===== config.mk =====
export PLATFORM = sky130hd
export DESIGN_NAME = risc_instruction_decoder_flat
export DESIGN_NICKNAME = d
export VERILOG_FILES = /design/src/hdl/rid_pkg.sv /design/src/hdl/rid_ifs.sv /design/src/hdl/risc_instruction_decoder.sv /design/src/flat_wrapper.sv
export SDC_FILE = /design/constraint.sdc
export NUM_CORES = 1
export LEC_CHECK = 0
export ABC_AREA = 1
export BUFFER_PORTS_ARGS = -buffer_cell sky130_fd_sc_hd__buf_4
export CORE_UTILIZATION = 55
export CTS_BUF_LIST = sky130_fd_sc_hd__clkbuf_8
export DETAILED_ROUTE_END_ITERATION = 7
export GPL_TIMING_DRIVEN = 1
export PLACE_DENSITY = 0.82
export SYNTH_ARGS = -nofsm -noshare
export SYNTH_HDL_FRONTEND = slang
export SYNTH_SLANG_ARGS = --single-unit

===== constraint.sdc =====
create_clock -name i_clk -period 11.4 [get_ports i_clk]
set_input_delay 0.57 -clock i_clk [delete_from_list [all_inputs] [get_ports i_clk]]
set_output_delay 0.57 -clock i_clk [all_outputs]
set_load 0.05 [all_outputs]

===== src/hdl/rid_pkg.sv =====
// ----------------------------------------------------------------------------
// rid_pkg: shared types and codes of the instruction decoder
// Item payloads, mnemonic and format codes, opcode and function field values.
// ----------------------------------------------------------------------------
package rid_pkg;

    // Item payloads
    typedef struct packed {
        logic [31:0] instr_word;
        logic        restart;
    } t_rid_in;

    typedef struct packed {
        logic               valid_res;
        logic [5:0]         mnemonic;
        logic [3:0]         format;
        logic [4:0]         rs_num;
        logic [4:0]         rt_num;
        logic [4:0]         rd_num;
        logic [4:0]         shamt;
        logic signed [15:0] imm_value;
        logic [19:0]        break_code;
        logic [31:0]        dest;
    } t_rid_out;

    // Mnemonic codes, in table order
    typedef enum logic [5:0] {
        MN_ADD, MN_ADDU, MN_SUB, MN_SUBU, MN_AND, MN_OR, MN_XOR, MN_NOR,
        MN_SLL, MN_SRL, MN_SRA, MN_SLLV, MN_SRLV, MN_SRAV, MN_SLT, MN_SLTU,
        MN_MULT, MN_MULTU, MN_DIV, MN_DIVU, MN_JR, MN_JALR, MN_SYSCALL, MN_BREAK,
        MN_MFHI, MN_MFLO, MN_MTHI, MN_MTLO, MN_ADDI, MN_ADDIU, MN_ORI, MN_ANDI,
        MN_XORI, MN_LUI, MN_SLTI, MN_SLTIU, MN_LW, MN_LB, MN_LBU, MN_LH,
        MN_LHU, MN_SW, MN_SH, MN_SB, MN_BEQ, MN_BNE, MN_BGEZ, MN_BGTZ,
        MN_BLEZ, MN_BLTZ, MN_J, MN_JAL, MN_MFC0, MN_MTC0, MN_ERET
    } t_mnem;

    // Operand format classes
    typedef enum logic [3:0] {
        FM_R, FM_RA, FM_RST, FM_RS, FM_RSD, FM_RD, FM_SYS, FM_BRK,
        FM_I, FM_LUI, FM_SI, FM_J, FM_COP0, FM_ERET
    } t_fmt;

    // Primary opcodes
    localparam logic [5:0] OP_SPECIAL = 6'h00;
    localparam logic [5:0] OP_REGIMM  = 6'h01;
    localparam logic [5:0] OP_J       = 6'h02;
    localparam logic [5:0] OP_JAL     = 6'h03;
    localparam logic [5:0] OP_BEQ     = 6'h04;
    localparam logic [5:0] OP_BNE     = 6'h05;
    localparam logic [5:0] OP_BLEZ    = 6'h06;
    localparam logic [5:0] OP_BGTZ    = 6'h07;
    localparam logic [5:0] OP_ADDI    = 6'h08;
    localparam logic [5:0] OP_ADDIU   = 6'h09;
    localparam logic [5:0] OP_SLTI    = 6'h0A;
    localparam logic [5:0] OP_SLTIU   = 6'h0B;
    localparam logic [5:0] OP_ANDI    = 6'h0C;
    localparam logic [5:0] OP_ORI     = 6'h0D;
    localparam logic [5:0] OP_XORI    = 6'h0E;
    localparam logic [5:0] OP_LUI     = 6'h0F;
    localparam logic [5:0] OP_COP0    = 6'h10;
    localparam logic [5:0] OP_LB      = 6'h20;
    localparam logic [5:0] OP_LH      = 6'h21;
    localparam logic [5:0] OP_LW      = 6'h23;
    localparam logic [5:0] OP_LBU     = 6'h24;
    localparam logic [5:0] OP_LHU     = 6'h25;
    localparam logic [5:0] OP_SB      = 6'h28;
    localparam logic [5:0] OP_SH      = 6'h29;
    localparam logic [5:0] OP_SW      = 6'h2B;

    // Function codes under OP_SPECIAL
    localparam logic [5:0] FN_SLL     = 6'h00;
    localparam logic [5:0] FN_SRL     = 6'h02;
    localparam logic [5:0] FN_SRA     = 6'h03;
    localparam logic [5:0] FN_SLLV    = 6'h04;
    localparam logic [5:0] FN_SRLV    = 6'h06;
    localparam logic [5:0] FN_SRAV    = 6'h07;
    localparam logic [5:0] FN_JR      = 6'h08;
    localparam logic [5:0] FN_JALR    = 6'h09;
    localparam logic [5:0] FN_SYSCALL = 6'h0C;
    localparam logic [5:0] FN_BREAK   = 6'h0D;
    localparam logic [5:0] FN_MFHI    = 6'h10;
    localparam logic [5:0] FN_MTHI    = 6'h11;
    localparam logic [5:0] FN_MFLO    = 6'h12;
    localparam logic [5:0] FN_MTLO    = 6'h13;
    localparam logic [5:0] FN_MULT    = 6'h18;
    localparam logic [5:0] FN_DIVU    = 6'h1B;
    localparam logic [5:0] FN_ADD     = 6'h20;
    localparam logic [5:0] FN_NOR     = 6'h27;
    localparam logic [5:0] FN_SLT     = 6'h2A;
    localparam logic [5:0] FN_SLTU    = 6'h2B;

    // rt codes under OP_REGIMM, rs codes under OP_COP0
    localparam logic [4:0] RT_BLTZ    = 5'd0;
    localparam logic [4:0] RT_BGEZ    = 5'd1;
    localparam logic [4:0] RS_MFC0    = 5'd0;
    localparam logic [4:0] RS_MTC0    = 5'd4;

    // The one accepted exception return word
    localparam logic [31:0] ERET_WORD = 32'h4200_0018;

    // Program counter step per word
    localparam logic [31:0] PC_STEP   = 32'd4;

endpackage


===== src/hdl/rid_ifs.sv =====
// ----------------------------------------------------------------------------
// rid_ifs: item channels of the instruction decoder
// Valid/ready channels carrying an instruction item in and a decode item out.
// ----------------------------------------------------------------------------
interface rid_in_if import rid_pkg::*; ();
    logic    valid;
    logic    ready;
    t_rid_in data;

    modport source (output valid, output data, input ready);
    modport sink   (input valid, input data, output ready);
endinterface

interface rid_out_if import rid_pkg::*; ();
    logic     valid;
    logic     ready;
    t_rid_out data;

    modport source (output valid, output data, input ready);
    modport sink   (input valid, input data, output ready);
endinterface


===== src/hdl/risc_instruction_decoder.sv =====
// Path: an accepted item sits in the input register, is decoded there and moves
// into the result register once that register is free or drains, and its
// result leaves from there.
// Throughput: one item per cycle while the output is ready; the pc increment
// sits at the input register and the branch target adder at the result register.
// Reset (i_rst_n low, synchronous) empties both stages and clears the pc.
// ----------------------------------------------------------------------------
// risc_instruction_decoder: MIPS-I instruction word decoder
// Classifies each word, checks zero fields, extracts fields and computes the
// branch destination against a running program counter; a jump passes its target field.
// ----------------------------------------------------------------------------
module risc_instruction_decoder import rid_pkg::*; (
    input  logic      i_clk,
    input  logic      i_rst_n,
    rid_in_if.sink    i_in,
    rid_out_if.source o_out
);

    logic [31:0] r_prog_counter;
    logic        r_s1_valid;
    logic [31:0] r_s1_word;
    logic [31:0] r_s1_pc;
    logic        r_out_valid;
    t_rid_out    r_out;

    logic        s1_advance;
    logic        in_take;
    logic [31:0] n_pc;
    t_rid_out    n_out;

    // Handshake: stage one moves on when the output register is free or drains
    assign s1_advance  = !r_out_valid || o_out.ready;
    assign i_in.ready  = !r_s1_valid || s1_advance;
    assign in_take     = i_in.valid && i_in.ready;
    assign o_out.valid = r_out_valid;
    assign o_out.data  = r_out;

    // Program counter: cleared by restart, then stepped for every item
    assign n_pc = (i_in.data.restart ? 32'd0 : r_prog_counter) + PC_STEP;

    // Decode of the word held in stage one
    always_comb begin
        logic [5:0]  op;
        logic [5:0]  fn;
        logic [4:0]  rs;
        logic [4:0]  rt;
        logic [4:0]  rd;
        logic [4:0]  sa;
        logic        ok;
        t_mnem       mn;
        t_fmt        fm;
        logic [31:0] offset;

        op     = r_s1_word[31:26];
        rs     = r_s1_word[25:21];
        rt     = r_s1_word[20:16];
        rd     = r_s1_word[15:11];
        sa     = r_s1_word[10:6];
        fn     = r_s1_word[5:0];
        ok     = 1'b1;
        mn     = MN_ADD;
        fm     = FM_I;
        offset = {{14{r_s1_word[15]}}, r_s1_word[15:0], 2'b00};

        unique case (op)
            OP_SPECIAL: begin
                unique case (fn) inside
                    [FN_ADD:FN_NOR]: begin
                        mn = t_mnem'({3'b000, fn[2:0]});
                        fm = FM_R;
                        ok = (sa == 5'd0);
                    end
                    FN_SLL:     begin mn = MN_SLL;  fm = FM_RA; ok = (rs == 5'd0); end
                    FN_SRL:     begin mn = MN_SRL;  fm = FM_RA; ok = (rs == 5'd0); end
                    FN_SRA:     begin mn = MN_SRA;  fm = FM_RA; ok = (rs == 5'd0); end
                    FN_SLLV:    begin mn = MN_SLLV; fm = FM_R;  ok = (sa == 5'd0); end
                    FN_SRLV:    begin mn = MN_SRLV; fm = FM_R;  ok = (sa == 5'd0); end
                    FN_SRAV:    begin mn = MN_SRAV; fm = FM_R;  ok = (sa == 5'd0); end
                    FN_SLT:     begin mn = MN_SLT;  fm = FM_R;  ok = (sa == 5'd0); end
                    FN_SLTU:    begin mn = MN_SLTU; fm = FM_R;  ok = (sa == 5'd0); end
                    [FN_MULT:FN_DIVU]: begin
                        mn = t_mnem'(6'(MN_MULT) + {4'b0000, fn[1:0]});
                        fm = FM_RST;
                        ok = (rd == 5'd0) && (sa == 5'd0);
                    end
                    FN_JR: begin
                        mn = MN_JR;
                        fm = FM_RS;
                        ok = (rt == 5'd0) && (rd == 5'd0) && (sa == 5'd0);
                    end
                    FN_JALR: begin
                        mn = MN_JALR;
                        fm = FM_RSD;
                        ok = (rt == 5'd0) && (sa == 5'd0);
                    end
                    // syscall and break carry a free code field
                    FN_SYSCALL: begin mn = MN_SYSCALL; fm = FM_SYS; end
                    FN_BREAK:   begin mn = MN_BREAK;   fm = FM_BRK; end
                    FN_MFHI, FN_MFLO: begin
                        mn = (fn == FN_MFHI) ? MN_MFHI : MN_MFLO;
                        fm = FM_RD;
                        ok = (rs == 5'd0) && (rt == 5'd0) && (sa == 5'd0);
                    end
                    FN_MTHI, FN_MTLO: begin
                        mn = (fn == FN_MTHI) ? MN_MTHI : MN_MTLO;
                        fm = FM_RS;
                        ok = (rt == 5'd0) && (rd == 5'd0) && (sa == 5'd0);
                    end
                    default: ok = 1'b0;
                endcase
            end
            OP_ADDI:  mn = MN_ADDI;
            OP_ADDIU: mn = MN_ADDIU;
            OP_ORI:   mn = MN_ORI;
            OP_ANDI:  mn = MN_ANDI;
            OP_XORI:  mn = MN_XORI;
            OP_LUI:   begin mn = MN_LUI; fm = FM_LUI; ok = (rs == 5'd0); end
            OP_SLTI:  mn = MN_SLTI;
            OP_SLTIU: mn = MN_SLTIU;
            OP_LW:    mn = MN_LW;
            OP_LB:    mn = MN_LB;
            OP_LBU:   mn = MN_LBU;
            OP_LH:    mn = MN_LH;
            OP_LHU:   mn = MN_LHU;
            OP_SW:    mn = MN_SW;
            OP_SH:    mn = MN_SH;
            OP_SB:    mn = MN_SB;
            OP_BEQ:   mn = MN_BEQ;
            OP_BNE:   mn = MN_BNE;
            OP_REGIMM: begin
                fm = FM_SI;
                mn = (rt == RT_BGEZ) ? MN_BGEZ : MN_BLTZ;
                ok = (rt == RT_BGEZ) || (rt == RT_BLTZ);
            end
            OP_BGTZ:  begin mn = MN_BGTZ; fm = FM_SI; ok = (rt == 5'd0); end
            OP_BLEZ:  begin mn = MN_BLEZ; fm = FM_SI; ok = (rt == 5'd0); end
            OP_J:     begin mn = MN_J;    fm = FM_J; end
            OP_JAL:   begin mn = MN_JAL;  fm = FM_J; end
            OP_COP0: begin
                // exact eret word first, then the coprocessor moves
                if (r_s1_word == ERET_WORD) begin
                    mn = MN_ERET;
                    fm = FM_ERET;
                end else begin
                    fm = FM_COP0;
                    mn = (rs == RS_MFC0) ? MN_MFC0 : MN_MTC0;
                    ok = (r_s1_word[10:0] == 11'd0) &&
                         ((rs == RS_MFC0) || (rs == RS_MTC0));
                end
            end
            default: ok = 1'b0;
        endcase

        // Result assembly; raw fields pass through whatever the word
        n_out.valid_res  = ok;
        n_out.mnemonic   = ok ? 6'(mn) : 6'd0;
        n_out.format     = ok ? 4'(fm) : 4'd0;
        n_out.rs_num     = rs;
        n_out.rt_num     = rt;
        n_out.rd_num     = rd;
        n_out.shamt      = sa;
        n_out.imm_value  = r_s1_word[15:0];
        n_out.break_code = (ok && mn == MN_BREAK) ? r_s1_word[25:6] : 20'd0;
        if (ok && (fm == FM_SI || mn == MN_BEQ || mn == MN_BNE)) begin
            n_out.dest = r_s1_pc + offset;
        end else if (ok && fm == FM_J) begin
            n_out.dest = {6'd0, r_s1_word[25:0]};
        end else begin
            n_out.dest = 32'd0;
        end
    end

    // Control registers
    always_ff @(posedge i_clk) begin
        if (!i_rst_n) begin
            r_prog_counter <= 32'd0;
            r_s1_valid     <= 1'b0;
            r_out_valid    <= 1'b0;
        end else begin
            if (in_take) begin
                r_prog_counter <= n_pc;
            end
            if (i_in.ready) begin
                r_s1_valid <= i_in.valid;
            end
            if (s1_advance) begin
                r_out_valid <= r_s1_valid;
            end
        end
    end

    // Payload registers
    always_ff @(posedge i_clk) begin
        if (in_take) begin
            r_s1_word <= i_in.data.instr_word;
            r_s1_pc   <= n_pc;
        end
        if (s1_advance && r_s1_valid) begin
            r_out <= n_out;
        end
    end

endmodule

===== src/flat_wrapper.sv =====
// flat-port wrapper written by rule: the top's interface ports become plain ports
module risc_instruction_decoder_flat import rid_pkg::*;
  (i_clk, i_rst_n, i_in_valid, i_in_data, i_in_ready, o_out_valid, o_out_data, o_out_ready);
  rid_in_if i_in_i ();
  rid_out_if o_out_i ();
  input  logic i_clk;
  input  logic i_rst_n;
  input wire logic [$bits(i_in_i.valid)-1:0] i_in_valid;
  input wire logic [$bits(i_in_i.data)-1:0] i_in_data;
  output wire logic [$bits(i_in_i.ready)-1:0] i_in_ready;
  output wire logic [$bits(o_out_i.valid)-1:0] o_out_valid;
  output wire logic [$bits(o_out_i.data)-1:0] o_out_data;
  input wire logic [$bits(o_out_i.ready)-1:0] o_out_ready;
  assign i_in_i.valid = i_in_valid;
  assign i_in_i.data = i_in_data;
  assign i_in_ready = i_in_i.ready;
  assign o_out_valid = o_out_i.valid;
  assign o_out_data = o_out_i.data;
  assign o_out_i.ready = o_out_ready;
  risc_instruction_decoder u_core (.i_clk(i_clk), .i_rst_n(i_rst_n), .i_in(i_in_i), .o_out(o_out_i));
endmodule

# == After elaboration in Yosys (flattened, before gate mapping) ==
# Index checks and enable logic that the tools add are counted.
# op_classes
muxes,16
order_cmp,4
n_addsub,3
eq_ne,47
reduce_logical,39
# op_table
cell,n
case mux 6 bit (25 select lines),1
case mux 6 bit (16 select lines),1
"equality test 6 x 4 -> 1 bit, second input constant",12
"equality test 6 bit, second input constant",12
two-way mux 32 bit,2
"equality test 6 x 3 -> 1 bit, second input constant",7
"equality test 6 x 5 -> 1 bit, second input constant",6
"adder 32 x 3 -> 32 bit, second input constant",1
adder 32 bit,1
"equality test 32 x 31 -> 1 bit, second input constant",1
case mux 4 bit (8 select lines),1
two-way mux 26 bit,1
"equality test 6 x 2 -> 1 bit, second input constant",4
logical NOT 5 bit,4
case mux 4 bit (5 select lines),1
OR reduction 19 bit,1
logical AND 1 bit,14
logical NOT 6 bit,2
logical NOT 11 bit,1
OR reduction 2 bit,5
OR reduction 3 bit,3
"equality test 4 bit, second input constant",2
case mux 1 bit (7 select lines),1
"adder 5 x 2 -> 6 bit, first input constant",1
14 further kinds,24
# totals
ff_bits,197
output_inout_bits,101
inputBits,37
elab_cells,124

# == Depth between registers and ports, before layout ==
# depth
word_depth,10
depth_mapped,16
ltp_nobuf,14

# == Least setup slack after synthesis ==
# No wires, ideal clock.
# synth_path
path_kind,input -> register
start,input o_out_ready
end,register u_core.r_out (netlist bit u_core.o_out.data[0]) (enable)
slack_ns,5.922
t_arrival_ns,4.913
setup_time_ns,0.565
cell_stages,2
path_buffers,0
required_time_ns,10.835
path_cell_list,inv_1 > a21oi_1
# synth_via
elab_chain_cells,2
# synth_lines
element,line,source
start: declaration,flat_wrapper.sv:13,input wire logic [$bits(o_out_i.ready)-1:0] o_out_ready;
logical OR 1 bit,risc_instruction_decoder.sv:32,assign s1_advance = !r_out_valid || o_out.ready;
logical AND 1 bit,risc_instruction_decoder.sv:198,if (s1_advance && r_s1_valid) begin
end signal: assignment,risc_instruction_decoder.sv:199,r_out <= n_out;
end: declaration,risc_instruction_decoder.sv:24,t_rid_out r_out;
# No other way between the ends.
# A chain may end at the register's enable or synchronous reset.

# == Worst setup path after layout ==
# layout_path
start,register u_core.r_s1_word[5]
end,"register u_core.r_out (netlist bit u_core.o_out.data[51]), data pin"
# layout_via
elab_chain_cells,6
elab_cells_between_ends,41
cone_classes,order compare (4); eq/ne (17); mux (8); reduce/logical (12)
# layout_lines
element,line,source
start: declaration,risc_instruction_decoder.sv:21,logic [31:0] r_s1_word;
start signal: assignment,risc_instruction_decoder.sv:195,r_s1_word <= i_in.data.instr_word;
>= comparator 6 x 5 -> 1 bit (no line) (tied with other cells),n/a,
logical AND 1 bit (no line) (tied with other cells),n/a,
case mux 6 bit (16 select lines) / OR reduction 6 bit (equally long branches),n/a,
case mux 6 bit (25 select lines) / case mux 1 bit (7 select lines) (equally long branches),"risc_instruction_decoder.sv:65, risc_instruction_decoder.sv:67",
equality test 6 x 5 -> 1 bit / case mux 1 bit (6 select lines) (equally long branches),"risc_instruction_decoder.sv:163, risc_instruction_decoder.sv:65",
logical AND 1 bit (*),risc_instruction_decoder.sv:163,n_out.break_code = (ok && mn == MN_BREAK) ? r_s1_word[25:6] : 20'd0;
# Every way passes the cells marked *; elsewhere a longest branch is shown, timed or not.

==> impl_metrics.py <==
metrics = {
    "worst_hold_path": {
        "min_from": "i_in_data[12]",
        "hp-class": "in -> reg",
    },
    "clock_tree": {
        "post_cts_buffers": 0,
        "root_buffer": "clkbuf_8",
        "h-tree-depth": 4,
        "cts-buffers-inserted": 17,
        "hold_buffers": 0,
        "cts.sinks": 187,
        "cts_buffer_depth": 2,
        "clk_pin_slew_ns": 0.11,
        "cts_tree": "built",
        "ctsResizeCount": 0,
        "clkLatencyLatePin_ns": 0.47,
    },
    "yosys": {
        "async_flop_share_pct": 0,
        "syn_avg_cell_area_um2": 8.50,
        "ys_warn_count": 0,
        "synth_flop_cell": "edfxtp_1",
        "yosys_register_bits": 187,
        "synth_cells": 1206,
        "ys_seq_area_share_pct": 51.4,
        "syn_area_um2": 10300,
        "synth-edff-count": 153,
        "synth.net_count": 1274,
        "synthDistinctLibCells": 40,
    },
    "power": {
        "p_sw_share_pct": 31.0,
        "p_int_uw": 1040,
        "p_switching_uw": 465,
        "p_leak_uw": 0.00535,
        "power_frac_clock_pct": 30.1,
        "vdd_drop_max_mv": 0.0711,
        "power.density_nw_per_um2": 127,
        "pwr-share-comb_pct": 16.9,
        "seq_power_share_pct": 53.0,
    },
    "routing": {
        "vias": 8524,
        "drtAntennaViolNets": 0,
        "dr.pass1.iters": 7,
        "vias_per_cell": 5.43,
        "finalWirelength_um": 24600,
        "drt_iter0_markers": 635,
        "drc_errors": 34,
        "wl_per_cell_um": 15.6,
    },
    "timing": {
        "fmax_mhz": 287,
        "hold_slack_ns": 0.265,
        "worst_slew_pin_slew_ns": 1.13,
        "post-route-min-period_ns": 3.48,
        "drv_slew": 0,
        "rsz0062_at_grt": "false",
        "setup_violations": 0,
        "finClkSkew_ns": 0.0116,
        "setup_tns_ns": 0,
        "max-slew-margin-rel_pct": 24.3,
        "fin_crit_sh_pct": 30.6,
        "hold_viol_final": 0,
    },
    "floorplan": {
        "die_w_um": 139,
        "die-area_um2": 19200,
        "rows": 49,
        "dieHeight_um": 139,
        "initial_core_util_pct": 56.5,
        "io_pins": 138,
        "coreArea_um2": 18100,
    },
    "placed_design": {
        "dpl_cell_area_um2": 11400,
        "dp.cells": 1539,
        "port_buffers": 137,
        "dp_hpwl_um": 18500,
        "gp_congestion": 0.956,
    },
    "finish": {
        "drive_gt1_share_pct": 16.3,
        "insertedDiodeCount": 0,
        "synthToLayoutAreaGrowth_pct": 15.2,
        "fillers": 1542,
        "fin_cells": 1571,
        "nets": 1397,
        "final_area_um2": 11800,
    },
    "critical_path": {
        "r2r-start": "u_core.r_s1_word[5]",
        "cp.arrival_ns": 3.78,
        "cp_cell_sequence": "nor2_1 > nand2_1 > nor2_1 > inv_1 > nor2_1 > nor2_1 > nand3_1 > nand2_1 > nand2_2 > nand3_2 > nor2_2",
        "cp_data_required_time_ns": 11.70,
        "critical_path_buf_inv_count": 1,
        "cp-startpoint": "u_core.r_s1_word[5]",
        "cp_top_family": "simple AND/OR/NAND/NOR gates",
        "path_max_fanout": 35,
        "path_class": "reg -> reg",
        "max_stage_delay_ns": 0.70,
        "endpoint_kind": "register",
        "cpMostUsedCell": "nor2_1",
        "startpoint_type": "register",
        "cp_slowest_cell": "nand3_2",
    },
    "global_route": {
        "grt_pass1_vias": 7933,
        "grtUsageTotal_pct": 26.2,
        "grt_start_max_net_pins": 75,
        "grt_overflow": 0,
        "antenna_found_initial": 0,
        "grt_pass1_wl_um": 39800,
    },
    "status": {
        "violations": "design-rule violations",
        "status": "complete, but fails checks",
    },
    "flow_run": {
        "cap_violations": 0,
    },
}
-- power groups by stage --
stage          Clock, uW  Combinational [uW]  Sequential, uW
2_1_floorplan          0                 148             844
3_3_place_gp           0                 248             810
3_5_place_dp           0                 251             811
4_1_cts              462                 252             796
5_1_grt              482                 279             799
6_report             452                 254             796
-- cell type report --
class | count | area, um^2 | area share, %
Clock buffer | 17 | 234 | 1.98
Clock inverter | 15 | 178 | 1.50
Inverter | 157 | 589 | 4.99
Multi-Input combinational cell | 825 | 4190 | 35.5
Sequential cell | 187 | 5280 | 44.7
Tap cell | 229 | 287 | 2.43
Timing Repair Buffer | 141 | 1060 | 8.96
-- sequential cells by signal (all words and copies together), names as in the netlist --
signal,count
u_core.o_out.data,89
u_core.r_prog_counter,32
u_core.r_s1_pc,32
u_core.r_s1_word,32
u_core.o_out.valid,1
u_core.r_s1_valid,1
-- placed cells by master (no fill, tap or decap), drive strengths merged --
master    Yosys  layout
nor2        184     184
nor4          8       8
edfxtp      153     153
a21boi        3       3
clkinvlp      0       2
nor3b         1       1
o21ai        56      56
a21oi        73      73
bufinv        0       1
nand2b        1       1
inv         157     165
or2           2       2
and2          1       1
buf          27     141
nand3b        5       5
fa            1       1
dfxtp        34      34
ha           30      30
nand3       103     103
clkbuf       10      17
xnor2        11      11
o21bai        1       1
a211oi        2       2
nand4        18      18
clkinv        0       4
o21a          5       5
nand2       266     266
nor3         18      18
xor2         32      32
a31oi         4       4
-- cells in the mapped netlist (all sizes together) (5+ instances only) --
library cell	number	area share, %
nand2	266	9.8
nor2	184	7.5
inv	157	5.7
edfxtp	153	45
nand3	103	5.1
a21oi	73	3.6
o21ai	56	2.8
dfxtp	34	6.6
xor2	32	2.7
ha	30	3.7
buf	27	1.7
nand4	18	1.1
nor3	18	0.93
xnor2	11	0.94
clkbuf	10	0.37
nor4	8	0.78
nand3b	5	0.37
o21a	5	0.37
-- layer usage --
metal  part of all wire (%)  vias to the layer above  GRT usage (%)
met5                      0                        -              0
met4                    2.6                        0           9.76
met3                    6.3                       46           4.18
met2                     48                      299           43.8
met1                     44                     3937           34.5
li1                       -                     4242              -
-- final timing paths --
kind | to | depth (start not counted) | slack, ns
max | u_core.o_out.data[51] | 11 | 7.92
min | u_core.r_s1_word[11] | 1 | 0.27
max reg2reg | u_core.o_out.data[51] | 11 | 7.92
min reg2reg | u_core.r_prog_counter[0] | 2 | 0.47
-- metrics by stage --
step	setup slack (ns)	power (uW)	utilization, %
floorplan	5.92	992	-
global placement	8.08	1060	62.8
detailed placement	7.96	1060	62.8
CTS	7.94	1510	65.1
global route	7.64	1560	65.1
finish	7.92	1500	65.1
-- cell families (layout without fill, tap and decap cells) --
family	count (synthesis)	after routing	share of synthesized area (%)
buffers and inverters	194	330	7.80
adder cells (fa/ha/maj)	31	31	3.86
XOR/XNOR	43	43	3.67
AO/OA/AOI/OAI	144	144	7.38
flip-flops	187	187	51.4
AND/OR/NAND/NOR	607	607	25.8
(Power assumes the default switching activity.)
